`config.mk`:
```
export PLATFORM = sky130hd
export DESIGN_NAME = i2c_register_access_master
export DESIGN_NICKNAME = d
export VERILOG_FILES = /design/src/hdl/i2cram_pkg.sv /design/src/hdl/i2cram_in_reg.sv /design/src/hdl/i2cram_seq.sv /design/src/hdl/i2cram_out_reg.sv /design/src/hdl/i2c_register_access_master.sv
export SDC_FILE = /design/constraint.sdc
export NUM_CORES = 1
export LEC_CHECK = 0
export BUFFER_PORTS_ARGS = -buffer_cell sky130_fd_sc_hd__buf_2
export CORE_MARGIN = 2
export CORE_UTILIZATION = 59
export CTS_CLUSTER_DIAMETER = 50
export DETAILED_ROUTE_END_ITERATION = 16
export PLACE_DENSITY = 0.85
export SLEW_MARGIN = 10
export SYNTH_ARGS = -nofsm -noshare
export SYNTH_HDL_FRONTEND = slang
export SYNTH_SLANG_ARGS = --single-unit
```
`constraint.sdc`:
```
create_clock -name clk -period 4.3 [get_ports clk]
set_input_delay 0.645 -clock clk [delete_from_list [all_inputs] [get_ports clk]]
set_output_delay 0.645 -clock clk [all_outputs]
set_load 0.02 [all_outputs]
```
`src/hdl/i2cram_pkg.sv`:
```
// Package: shared types and constants for the I2C register access master.
package i2cram_pkg;

	// Bus phase of the transaction sequencer
	typedef enum logic [3:0] {
		K_IDLE    = 4'd0,
		K_START_A = 4'd1,
		K_START_B = 4'd2,
		K_BIT_LO  = 4'd3,
		K_BIT_HI  = 4'd4,
		K_RS_A    = 4'd5,
		K_RS_B    = 4'd6,
		K_STOP_A  = 4'd7,
		K_STOP_B  = 4'd8,
		K_STOP_C  = 4'd9
	} step_kind_t;

	// Command codes
	localparam logic [1:0] CMD_NONE  = 2'd0;
	localparam logic [1:0] CMD_READ  = 2'd1;
	localparam logic [1:0] CMD_WRITE = 2'd2;

	// Configuration register indexes
	localparam logic CFG_DEVICE_ADDRESS = 1'b0;
	localparam logic CFG_PHASE_TICKS    = 1'b1;

	localparam logic [6:0]  DEVICE_ADDRESS_RESET = 7'd104;
	localparam logic [15:0] PHASE_TICKS_RESET    = 16'd1;

	// Line levels: bit 1 SCL, bit 0 SDA released
	localparam logic [1:0] LINES_HIGH = 2'b11;

	// Byte count at which a read clocks in its data byte
	localparam logic [2:0] RX_BYTE     = 3'd3;
	// Byte count after which a write sends STOP
	localparam logic [2:0] WR_BYTE_END = 3'd5;
	// Bit count of the acknowledge slot
	localparam logic [3:0] ACK_BIT     = 4'd8;
	localparam logic [3:0] BIT_END     = 4'd9;

	typedef struct packed {
		logic [1:0] command;
		logic [7:0] reg_address;
		logic [7:0] data_first;
		logic [7:0] data_second;
		logic [7:0] data_third;
		logic       sda_in;
	} item_t;

	typedef struct packed {
		logic       scl_level;
		logic       sda_drive_low;
		logic       busy_res;
		logic       done_res;
		logic [7:0] read_data;
		logic       ack_missing;
	} result_t;

endpackage

```
`src/hdl/i2cram_in_reg.sv`:
```
// Input register: holds one accepted tick until the sequencer consumes it.
module i2cram_in_reg
	import i2cram_pkg::*;
(
	input  logic  clk,
	input  logic  arst_n,
	input  logic  load,
	input  logic  consume,
	input  item_t item_in,
	output logic  valid_s1,
	output item_t item_s1
);

	always_ff @(posedge clk or negedge arst_n) begin
		if (!arst_n) begin
			valid_s1 <= 1'b0;
		end else if (load) begin
			valid_s1 <= 1'b1;
		end else if (consume) begin
			valid_s1 <= 1'b0;
		end
	end

	always_ff @(posedge clk) begin
		if (load) begin
			item_s1 <= item_in;
		end
	end

endmodule

```
`src/hdl/i2cram_seq.sv`:
```
// Transaction sequencer: bus state, counters, shift register and per-tick step logic.
module i2cram_seq
	import i2cram_pkg::*;
(
	input  logic        clk,
	input  logic        arst_n,
	input  logic        step_en,
	input  item_t       item_s1,
	input  logic [6:0]  device_address_q,
	input  logic [15:0] phase_ticks_q,
	output result_t     result
);

	step_kind_t  kind_q, nx_kind;
	logic        read_q, nx_read;
	logic [15:0] phase_q, nx_phase;
	logic [3:0]  bit_q, nx_bit;
	logic [2:0]  byte_q, nx_byte;
	logic [7:0]  shift_q, nx_shift;
	logic [7:0]  latched_q [4];
	logic [7:0]  nx_latched [4];
	logic [7:0]  recv_q, nx_recv;
	logic        ack_q, nx_ack;
	logic [1:0]  levels_q, nx_levels;

	// SDA release for a data bit low phase: released while receiving or in the ack slot
	function automatic logic sda_rel(logic rd, logic [2:0] byc, logic [3:0] bic,
		logic [7:0] sh);
		logic rel;
		if ((rd && byc == RX_BYTE) || bic >= ACK_BIT) begin
			rel = 1'b1;
		end else begin
			rel = sh[7];
		end
		return rel;
	endfunction

	always_comb begin
		logic [16:0] pc_inc;
		logic [15:0] len;
		logic        done;
		logic        rx;
		logic [3:0]  bc;
		logic [2:0]  byc;
		logic [2:0]  byc_m1;
		logic [7:0]  sh;

		nx_kind    = kind_q;
		nx_read    = read_q;
		nx_phase   = phase_q;
		nx_bit     = bit_q;
		nx_byte    = byte_q;
		nx_shift   = shift_q;
		nx_latched = latched_q;
		nx_recv    = recv_q;
		nx_ack     = ack_q;
		nx_levels  = levels_q;
		done       = 1'b0;
		pc_inc     = {1'b0, phase_q} + 17'd1;
		len        = (phase_ticks_q == 16'd0) ? 16'd1 : phase_ticks_q;
		rx         = read_q && (byte_q == RX_BYTE);
		bc         = bit_q + 4'd1;
		byc        = byte_q + 3'd1;
		byc_m1     = byc - 3'd1;
		sh         = shift_q;

		if (kind_q == K_IDLE) begin
			if (item_s1.command == CMD_READ || item_s1.command == CMD_WRITE) begin
				nx_latched[0] = item_s1.reg_address;
				nx_latched[1] = item_s1.data_first;
				nx_latched[2] = item_s1.data_second;
				nx_latched[3] = item_s1.data_third;
				nx_ack        = 1'b0;
				nx_byte       = 3'd0;
				nx_bit        = 4'd0;
				nx_phase      = 16'd0;
				nx_shift      = {device_address_q, 1'b0};
				nx_read       = (item_s1.command == CMD_READ);
				nx_kind       = K_START_A;
				nx_levels     = LINES_HIGH;
			end
		end else if (pc_inc >= {1'b0, len}) begin
			nx_phase = 16'd0;
			unique case (kind_q)
				K_START_A: begin
					nx_kind   = K_START_B;
					nx_levels = 2'b10;
				end
				K_START_B: begin
					nx_kind   = K_BIT_LO;
					nx_levels = {1'b0, sda_rel(read_q, byte_q, bit_q, shift_q)};
				end
				K_BIT_LO: begin
					nx_kind   = K_BIT_HI;
					nx_levels = levels_q | 2'b10;
				end
				K_BIT_HI: begin
					// end of an SCL high phase: sample SDA
					if (bit_q < ACK_BIT) begin
						sh = {shift_q[6:0], rx & item_s1.sda_in};
					end else if (!rx) begin
						nx_ack = ack_q | item_s1.sda_in;
					end
					if (bc < BIT_END) begin
						nx_bit    = bc;
						nx_shift  = sh;
						nx_kind   = K_BIT_LO;
						nx_levels = {1'b0, sda_rel(read_q, byte_q, bc, sh)};
					end else begin
						nx_bit = 4'd0;
						if (rx) begin
							nx_recv   = sh;
							nx_shift  = sh;
							nx_kind   = K_STOP_A;
							nx_levels = 2'b00;
						end else begin
							nx_byte = byc;
							if (read_q) begin
								if (byc == 3'd1) begin
									sh        = latched_q[0];
									nx_kind   = K_BIT_LO;
									nx_levels = {1'b0, sda_rel(read_q, byc, 4'd0, sh)};
								end else if (byc == 3'd2) begin
									// read address byte, sent after the repeated start
									sh        = {device_address_q, 1'b1};
									nx_kind   = K_RS_A;
									nx_levels = 2'b01;
								end else begin
									sh        = 8'd0;
									nx_kind   = K_BIT_LO;
									nx_levels = {1'b0, sda_rel(read_q, byc, 4'd0, sh)};
								end
							end else if (byc >= WR_BYTE_END) begin
								nx_kind   = K_STOP_A;
								nx_levels = 2'b00;
							end else begin
								sh        = latched_q[byc_m1[1:0]];
								nx_kind   = K_BIT_LO;
								nx_levels = {1'b0, sda_rel(read_q, byc, 4'd0, sh)};
							end
							nx_shift = sh;
						end
					end
				end
				K_RS_A: begin
					nx_kind   = K_RS_B;
					nx_levels = LINES_HIGH;
				end
				K_RS_B: begin
					nx_kind   = K_START_B;
					nx_levels = 2'b10;
				end
				K_STOP_A: begin
					nx_kind   = K_STOP_B;
					nx_levels = 2'b10;
				end
				K_STOP_B: begin
					nx_kind   = K_STOP_C;
					nx_levels = LINES_HIGH;
				end
				K_STOP_C: begin
					nx_kind   = K_IDLE;
					nx_read   = 1'b0;
					nx_levels = LINES_HIGH;
					done      = 1'b1;
				end
				default: begin
					nx_kind   = K_IDLE;
					nx_read   = 1'b0;
					nx_levels = LINES_HIGH;
				end
			endcase
		end else begin
			nx_phase = pc_inc[15:0];
		end

		result.scl_level     = nx_levels[1];
		result.sda_drive_low = ~nx_levels[0];
		result.busy_res      = (nx_kind != K_IDLE);
		result.done_res      = done;
		result.read_data     = nx_recv;
		result.ack_missing   = nx_ack;
	end

	always_ff @(posedge clk or negedge arst_n) begin
		if (!arst_n) begin
			kind_q    <= K_IDLE;
			read_q    <= 1'b0;
			phase_q   <= 16'd0;
			bit_q     <= 4'd0;
			byte_q    <= 3'd0;
			shift_q   <= 8'd0;
			latched_q <= '{default: 8'd0};
			recv_q    <= 8'd0;
			ack_q     <= 1'b0;
			levels_q  <= LINES_HIGH;
		end else if (step_en) begin
			kind_q    <= nx_kind;
			read_q    <= nx_read;
			phase_q   <= nx_phase;
			bit_q     <= nx_bit;
			byte_q    <= nx_byte;
			shift_q   <= nx_shift;
			latched_q <= nx_latched;
			recv_q    <= nx_recv;
			ack_q     <= nx_ack;
			levels_q  <= nx_levels;
		end
	end

endmodule

```
`src/hdl/i2cram_out_reg.sv`:
```
// Result register: holds one tick's result until the receiver takes it.
module i2cram_out_reg
	import i2cram_pkg::*;
(
	input  logic    clk,
	input  logic    arst_n,
	input  logic    load,
	input  logic    out_stall,
	input  result_t result_in,
	output logic    valid_q,
	output result_t result_q
);

	always_ff @(posedge clk or negedge arst_n) begin
		if (!arst_n) begin
			valid_q <= 1'b0;
		end else begin
			valid_q <= load | (valid_q & out_stall);
		end
	end

	always_ff @(posedge clk) begin
		if (load) begin
			result_q <= result_in;
		end
	end

endmodule

```
`src/hdl/i2c_register_access_master.sv`:
```
// Top level: I2C register access master, one bus tick per input transfer.
//
// Usage
//   Input channel (in_valid / in_stall): each transfer is one bus tick carrying
//   a command (read one register, write three bytes), its operands and the
//   sampled SDA level. Commands are only taken while the block is idle.
//   Output channel (out_valid / out_stall): one result transfer per tick with
//   the SCL level, SDA pull-down, busy, done pulse, last read byte and the
//   missing-acknowledge flag, all reflecting state after that tick.
//   Config port (cfg_write / cfg_index / cfg_data): index 0 device address,
//   index 1 ticks per SCL phase (0 acts as 1). Write while idle.
// Timing
//   An input transfer reaches the result through the input register, then
//   the sequencer step into the result register. Throughput is one tick per
//   cycle while out_stall does not hold a full result register.
// Reset
//   arst_n clears the sequencer to idle with both lines released high and
//   empties both registers; config returns to address 104, phase length 1.
// Stall
//   While out_stall holds a full result register, the sequencer freezes and
//   in_stall rises once the input register is also occupied.
module i2c_register_access_master
	import i2cram_pkg::*;
(
	input  logic        clk,
	input  logic        arst_n,
	// configuration
	input  logic        cfg_write,
	input  logic        cfg_index,
	input  logic [15:0] cfg_data,
	// input channel
	input  logic        in_valid,
	output logic        in_stall,
	input  logic [1:0]  command,
	input  logic [7:0]  reg_address,
	input  logic [7:0]  data_first,
	input  logic [7:0]  data_second,
	input  logic [7:0]  data_third,
	input  logic        sda_in,
	// output channel
	output logic        out_valid,
	input  logic        out_stall,
	output logic        scl_level,
	output logic        sda_drive_low,
	output logic        busy_res,
	output logic        done_res,
	output logic [7:0]  read_data,
	output logic        ack_missing
);

	logic [6:0]  device_address_q;
	logic [15:0] phase_ticks_q;
	item_t       item_in;
	item_t       item_s1;
	logic        valid_s1;
	logic        step_en;
	logic        in_load;
	result_t     result;
	result_t     result_q;

	always_ff @(posedge clk or negedge arst_n) begin
		if (!arst_n) begin
			device_address_q <= DEVICE_ADDRESS_RESET;
			phase_ticks_q    <= PHASE_TICKS_RESET;
		end else if (cfg_write) begin
			unique case (cfg_index)
				CFG_DEVICE_ADDRESS: device_address_q <= cfg_data[6:0];
				CFG_PHASE_TICKS:    phase_ticks_q    <= cfg_data;
				default:            ;
			endcase
		end
	end

	// the sequencer steps whenever a tick is held and the result register has room
	assign step_en  = valid_s1 & (~out_valid | ~out_stall);
	assign in_stall = valid_s1 & ~step_en;
	assign in_load  = in_valid & ~in_stall;

	assign item_in.command     = command;
	assign item_in.reg_address = reg_address;
	assign item_in.data_first  = data_first;
	assign item_in.data_second = data_second;
	assign item_in.data_third  = data_third;
	assign item_in.sda_in      = sda_in;

	i2cram_in_reg u_in_reg (
		.clk      (clk),
		.arst_n   (arst_n),
		.load     (in_load),
		.consume  (step_en),
		.item_in  (item_in),
		.valid_s1 (valid_s1),
		.item_s1  (item_s1)
	);

	i2cram_seq u_seq (
		.clk              (clk),
		.arst_n           (arst_n),
		.step_en          (step_en),
		.item_s1          (item_s1),
		.device_address_q (device_address_q),
		.phase_ticks_q    (phase_ticks_q),
		.result           (result)
	);

	i2cram_out_reg u_out_reg (
		.clk       (clk),
		.arst_n    (arst_n),
		.load      (step_en),
		.out_stall (out_stall),
		.result_in (result),
		.valid_q   (out_valid),
		.result_q  (result_q)
	);

	assign scl_level     = result_q.scl_level;
	assign sda_drive_low = result_q.sda_drive_low;
	assign busy_res      = result_q.busy_res;
	assign done_res      = result_q.done_res;
	assign read_data     = result_q.read_data;
	assign ack_missing   = result_q.ack_missing;

endmodule

```
==> flow_metrics.env <==
export IMPL_status="completed"
export IMPL_rr_endpoint="u_seq.shift_q[6]$_DFFE_PN0P_"
export IMPL_setup_viol=0
export IMPL_synthArstFlopShare_pct=68.4
export IMPL_cp_max_fo=13
export IMPL_synthMuxAreaShare_pct=15.9
export IMPL_rsz0062_at_grt="no"
export IMPL_cts_root_buffer="clkbuf_16"
export IMPL_die_x_um=117
export IMPL_gp_congestion=0.869
export IMPL_ctsHoldBuffers=0
export IMPL_start_util_pct=60.1
export IMPL_nets=756
export IMPL_end_kind="register"
export IMPL_syn_area_per_cell_um2=12.4
export IMPL_drtAntennaViolNets=0
export IMPL_pre_cts_ws_ns=0.591
export IMPL_p_leak_nw=3.66
export IMPL_die_area_mm2=0.0137
export IMPL_fin_crit_sh_pct=92.0
export IMPL_synthesis_area_mm2=0.00753
export IMPL_synth_simple_gate_area_share_pct=9.89
export IMPL_start_kind="register"
export IMPL_clk_latency_ns=0.42
export IMPL_max_stage_delay_ns=0.53
export IMPL_synth_edf_count=48
export IMPL_power_frac_comb_pct=24.8
export IMPL_grt_max_degree=84
export IMPL_antenna_found_initial=0
export IMPL_r2r_start="u_seq.phase_q[6]$_DFFE_PN0P_"
export IMPL_placement_io_buffers=71
export IMPL_crit_chain="nand4_1 > nor3_1 > nand3_1 > xnor2_1 > ha_1 > a21o_1 > a21oi_1 > o21ai_0 > a221oi_1 > o21a_1 > a21oi_1 > buf_4 > mux2_4"
export IMPL_cp_startpoint="u_seq.phase_q[6]$_DFFE_PN0P_"
export IMPL_design_area_mm2=0.00857
export IMPL_multiInputGateArea_mm2=0.00320
export IMPL_layout_min_cycle_time_ns=3.96
export IMPL_grt_pass1_vias=5371
export IMPL_hold_viol=0
export IMPL_grt_pass1_wl_um=26500
export IMPL_cp_depth=13
export IMPL_postPlaceCellArea_mm2=0.00800
export IMPL_cts_tree="done"
export IMPL_synth_seq_cells=152
export IMPL_clock_skew_ns=0.00692
export IMPL_viasPerCell=6.09
export IMPL_clock_sinks=152
export IMPL_max_slew_margin_pct=27.2
export IMPL_cts_made_buffers=17
export IMPL_ys_top_cells_by_area="dfrtp_1, edfxtp_1, mux2_2"
export IMPL_rows=41
export IMPL_worst_ep_required_time_ns=4.61
export IMPL_synth_compound_area_share_pct=10.4
export IMPL_syn_instance_count=609
export IMPL_track_usage_pct=25.6
export IMPL_core_area_mm2=0.0125
export IMPL_dp_hpwl_um=10700
export IMPL_power_density_mw_per_mm2=549
export IMPL_arrival_ns=4.26
export IMPL_max_freq_ghz=0.253
export IMPL_yosysSeqAreaShare_pct=53.8
export IMPL_drive_above_1_share_pct=31.9
export IMPL_hold_class="input pin to asynchronous set/reset pin"
export IMPL_cap_violations=0
export IMPL_cp_buffers_inverters=1
export IMPL_cts_resized=0
export IMPL_die_h_um=117
export IMPL_ir_drop_mv=0.415
export IMPL_synth_top_family_by_area="multiplexers"
export IMPL_grt_ovfl_total=0
export IMPL_area_growth_synth_to_final_pct=13.9
export IMPL_worst_pin_slew_ns=1.09
export IMPL_r2r_cells=13
export IMPL_utilization_pct=68.5
export IMPL_vias=5228
export IMPL_nFillCells=885
export IMPL_path_clk_slew_ns=0.06
export IMPL_seqPwrFrac_pct=44.2
export IMPL_clockBufferDepth=2
export IMPL_synth_adder_area_share_pct=4.32
export IMPL_critPathTopFamily="compound AO/OA/AOI/OAI gates"
export IMPL_rrSetupSlack_ns=0.34
export IMPL_htreeDepth=4
export IMPL_swShare_pct=31.2
export IMPL_synth_top_area_share_pct=32.6
export IMPL_critical_path_class="register to register"
export IMPL_cts_setup_buffers=0
export IMPL_drc=0
export IMPL_clkPwrFrac_pct=31.0
export IMPL_crit_end="u_seq.shift_q[6]$_DFFE_PN0P_"
export IMPL_worst_slack_ns=0.345
export IMPL_ys_flop_type="dfrtp_1"
export IMPL_drt_initial_drc_count=564
export IMPL_syn_num_nets=692
export IMPL_slew_viol_final=0
export IMPL_first_pass_iters=5
export IMPL_p_switching_w=0.00147
export IMPL_crit_path_top_delay_cell="nor3_1"
export IMPL_critPathMostFrequentCell="a21oi_1"
export IMPL_synth_xor_area_share_pct=1.98
export IMPL_ioPinCount=72
export IMPL_routed_wl_um=16100
export IMPL_internal_power_w=0.00324
export IMPL_wl_per_cell_um=18.8
export IMPL_seqCellArea_mm2=0.00405
export IMPL_synth_largest_area_cell="dfrtp_1"
export IMPL_ys_warn_count=0
export IMPL_synth_cell_types=60
export IMPL_antenna_cells=0
export IMPL_setup_tns_ns=0
[cells in the final DEF (no fill, tap or decap), types with 4 or more instances in the layout]
| master | instances |
|---|---|
| a211oi_1 | 8 |
| nor4_1 | 5 |
| o22a_1 | 4 |
| xor2_1 | 8 |
| a22oi_1 | 7 |
| nor3_1 | 14 |
| inv_6 | 4 |
| nand2_1 | 38 |
| nand3_1 | 24 |
| and3_1 | 4 |
| mux2_2 | 86 |
| nor2_1 | 21 |
| edfxtp_1 | 48 |
| o21ai_0 | 18 |
| a32o_1 | 16 |
| a31oi_1 | 4 |
| a21oi_1 | 26 |
| nand4_1 | 4 |
| nor2b_1 | 4 |
| buf_4 | 9 |
| clkbuf_16 | 17 |
| xnor2_1 | 9 |
| nor3b_1 | 4 |
| ha_1 | 26 |
| inv_1 | 30 |
| mux4_2 | 8 |
| dfrtp_1 | 98 |
| buf_2 | 70 |
| dfstp_2 | 6 |
| nand2b_1 | 7 |
[Yosys cell counts, types with 3 or more instances]
master and instances:
or3_1 3, o22a_1 4, a211oi_1 8, nor3_1 14, o31ai_1 3, buf_2 12
a21o_1 3, nor4_1 5, mux4_2 8, nand4_1 4, nor2_1 22, o21ai_0 18
mux2_2 86, xor2_1 8, a21oi_1 26, clkbuf_1 19, nor3b_1 4, ha_1 26
nor2b_1 4, and3_1 4, inv_1 30, nand2_1 38, dfrtp_1 98, a31oi_1 4
nand3_1 24, xnor2_1 9, a22oi_1 7, dfstp_2 6, a32o_1 16, nand2b_1 7
edfxtp_1 48
[registers in the layout, summed over array words and instances, names as in the netlist, 4 cells and up]
signal and flops:
u_seq.recv_q 8, u_seq.bit_q 4, u_seq.shift_q 8, u_out_reg.result_q 13
device_address_q 7, u_seq.phase_q 16, u_in_reg.item_s1 35, u_seq.latched_q 32
phase_ticks_q 16, u_seq.kind_q 4
[worst min path at each step]
stage	from	end	slack, ns	cells after the start
2_1_floorplan	arst_n	device_address_q[0]$_DFFE_PN0P_	0.35	0
6_report	arst_n	device_address_q[4]$_DFFE_PN0P_	0.40	1
5_1_grt	data_second[4]	u_in_reg.item_s1[13]$_DFFE_PP_	0.38	1
3_3_place_gp	u_in_reg.item_s1[20]$_DFFE_PP_	u_seq.latched_q[19]$_DFFE_PN0P_	0.46	1
4_1_cts	data_third[2]	u_in_reg.item_s1[3]$_DFFE_PP_	0.38	1
3_5_place_dp	u_in_reg.item_s1[1]$_DFFE_PP_	u_seq.latched_q[0]$_DFFE_PN0P_	0.47	1
[per-stage QoR]
| step | hold WS, ns | power, W | cells |
|---|---|---|---|
| 2_1_floorplan | 0.349 | 0.00290 | 609 |
| 3_3_place_gp | 0.461 | 0.00316 | 826 |
| 3_5_place_dp | 0.466 | 0.00324 | 826 |
| 4_1_cts | 0.383 | 0.00471 | 858 |
| 5_1_grt | 0.378 | 0.00493 | 858 |
| 6_report | 0.396 | 0.00471 | 858 |
[routing by layer]
layer | share of wire, % | GRT usage [%]
met5 | 0 | 0
met3 | 5.9 | 5.97
met2 | 51 | 42.8
met1 | 40 | 31.6
met4 | 3.1 | 12.4
[cells by family after synthesis]
family	count (synthesis)
flip-flops	152
XOR/XNOR	17
AND/OR/NAND/NOR	144
multiplexers	98
AO/OA/AOI/OAI	108
adder cells (fa/ha/maj)	26
buffers and inverters	64
[final cells by class]
class | instances | area share [%]
flip-flops and latches | 152 | 47.3
multi-input cells | 393 | 37.3
clock buffers | 19 | 5.05
repair buffers | 79 | 4.87
well taps | 172 | 2.51
clock inverters | 13 | 1.69
inverters | 30 | 1.31
[power groups by stage]
stage | Clock (W) | Sequential [W] | Combinational [W]
after floorplan | 0 | 0.00196 | 0.000940
after global placement | 0 | 0.00206 | 0.00109
after detailed placement | 0 | 0.00210 | 0.00115
after CTS | 0.00147 | 0.00207 | 0.00116
after global routing | 0.00154 | 0.00212 | 0.00128
final | 0.00146 | 0.00208 | 0.00117
(Power assumes the default switching activity.)
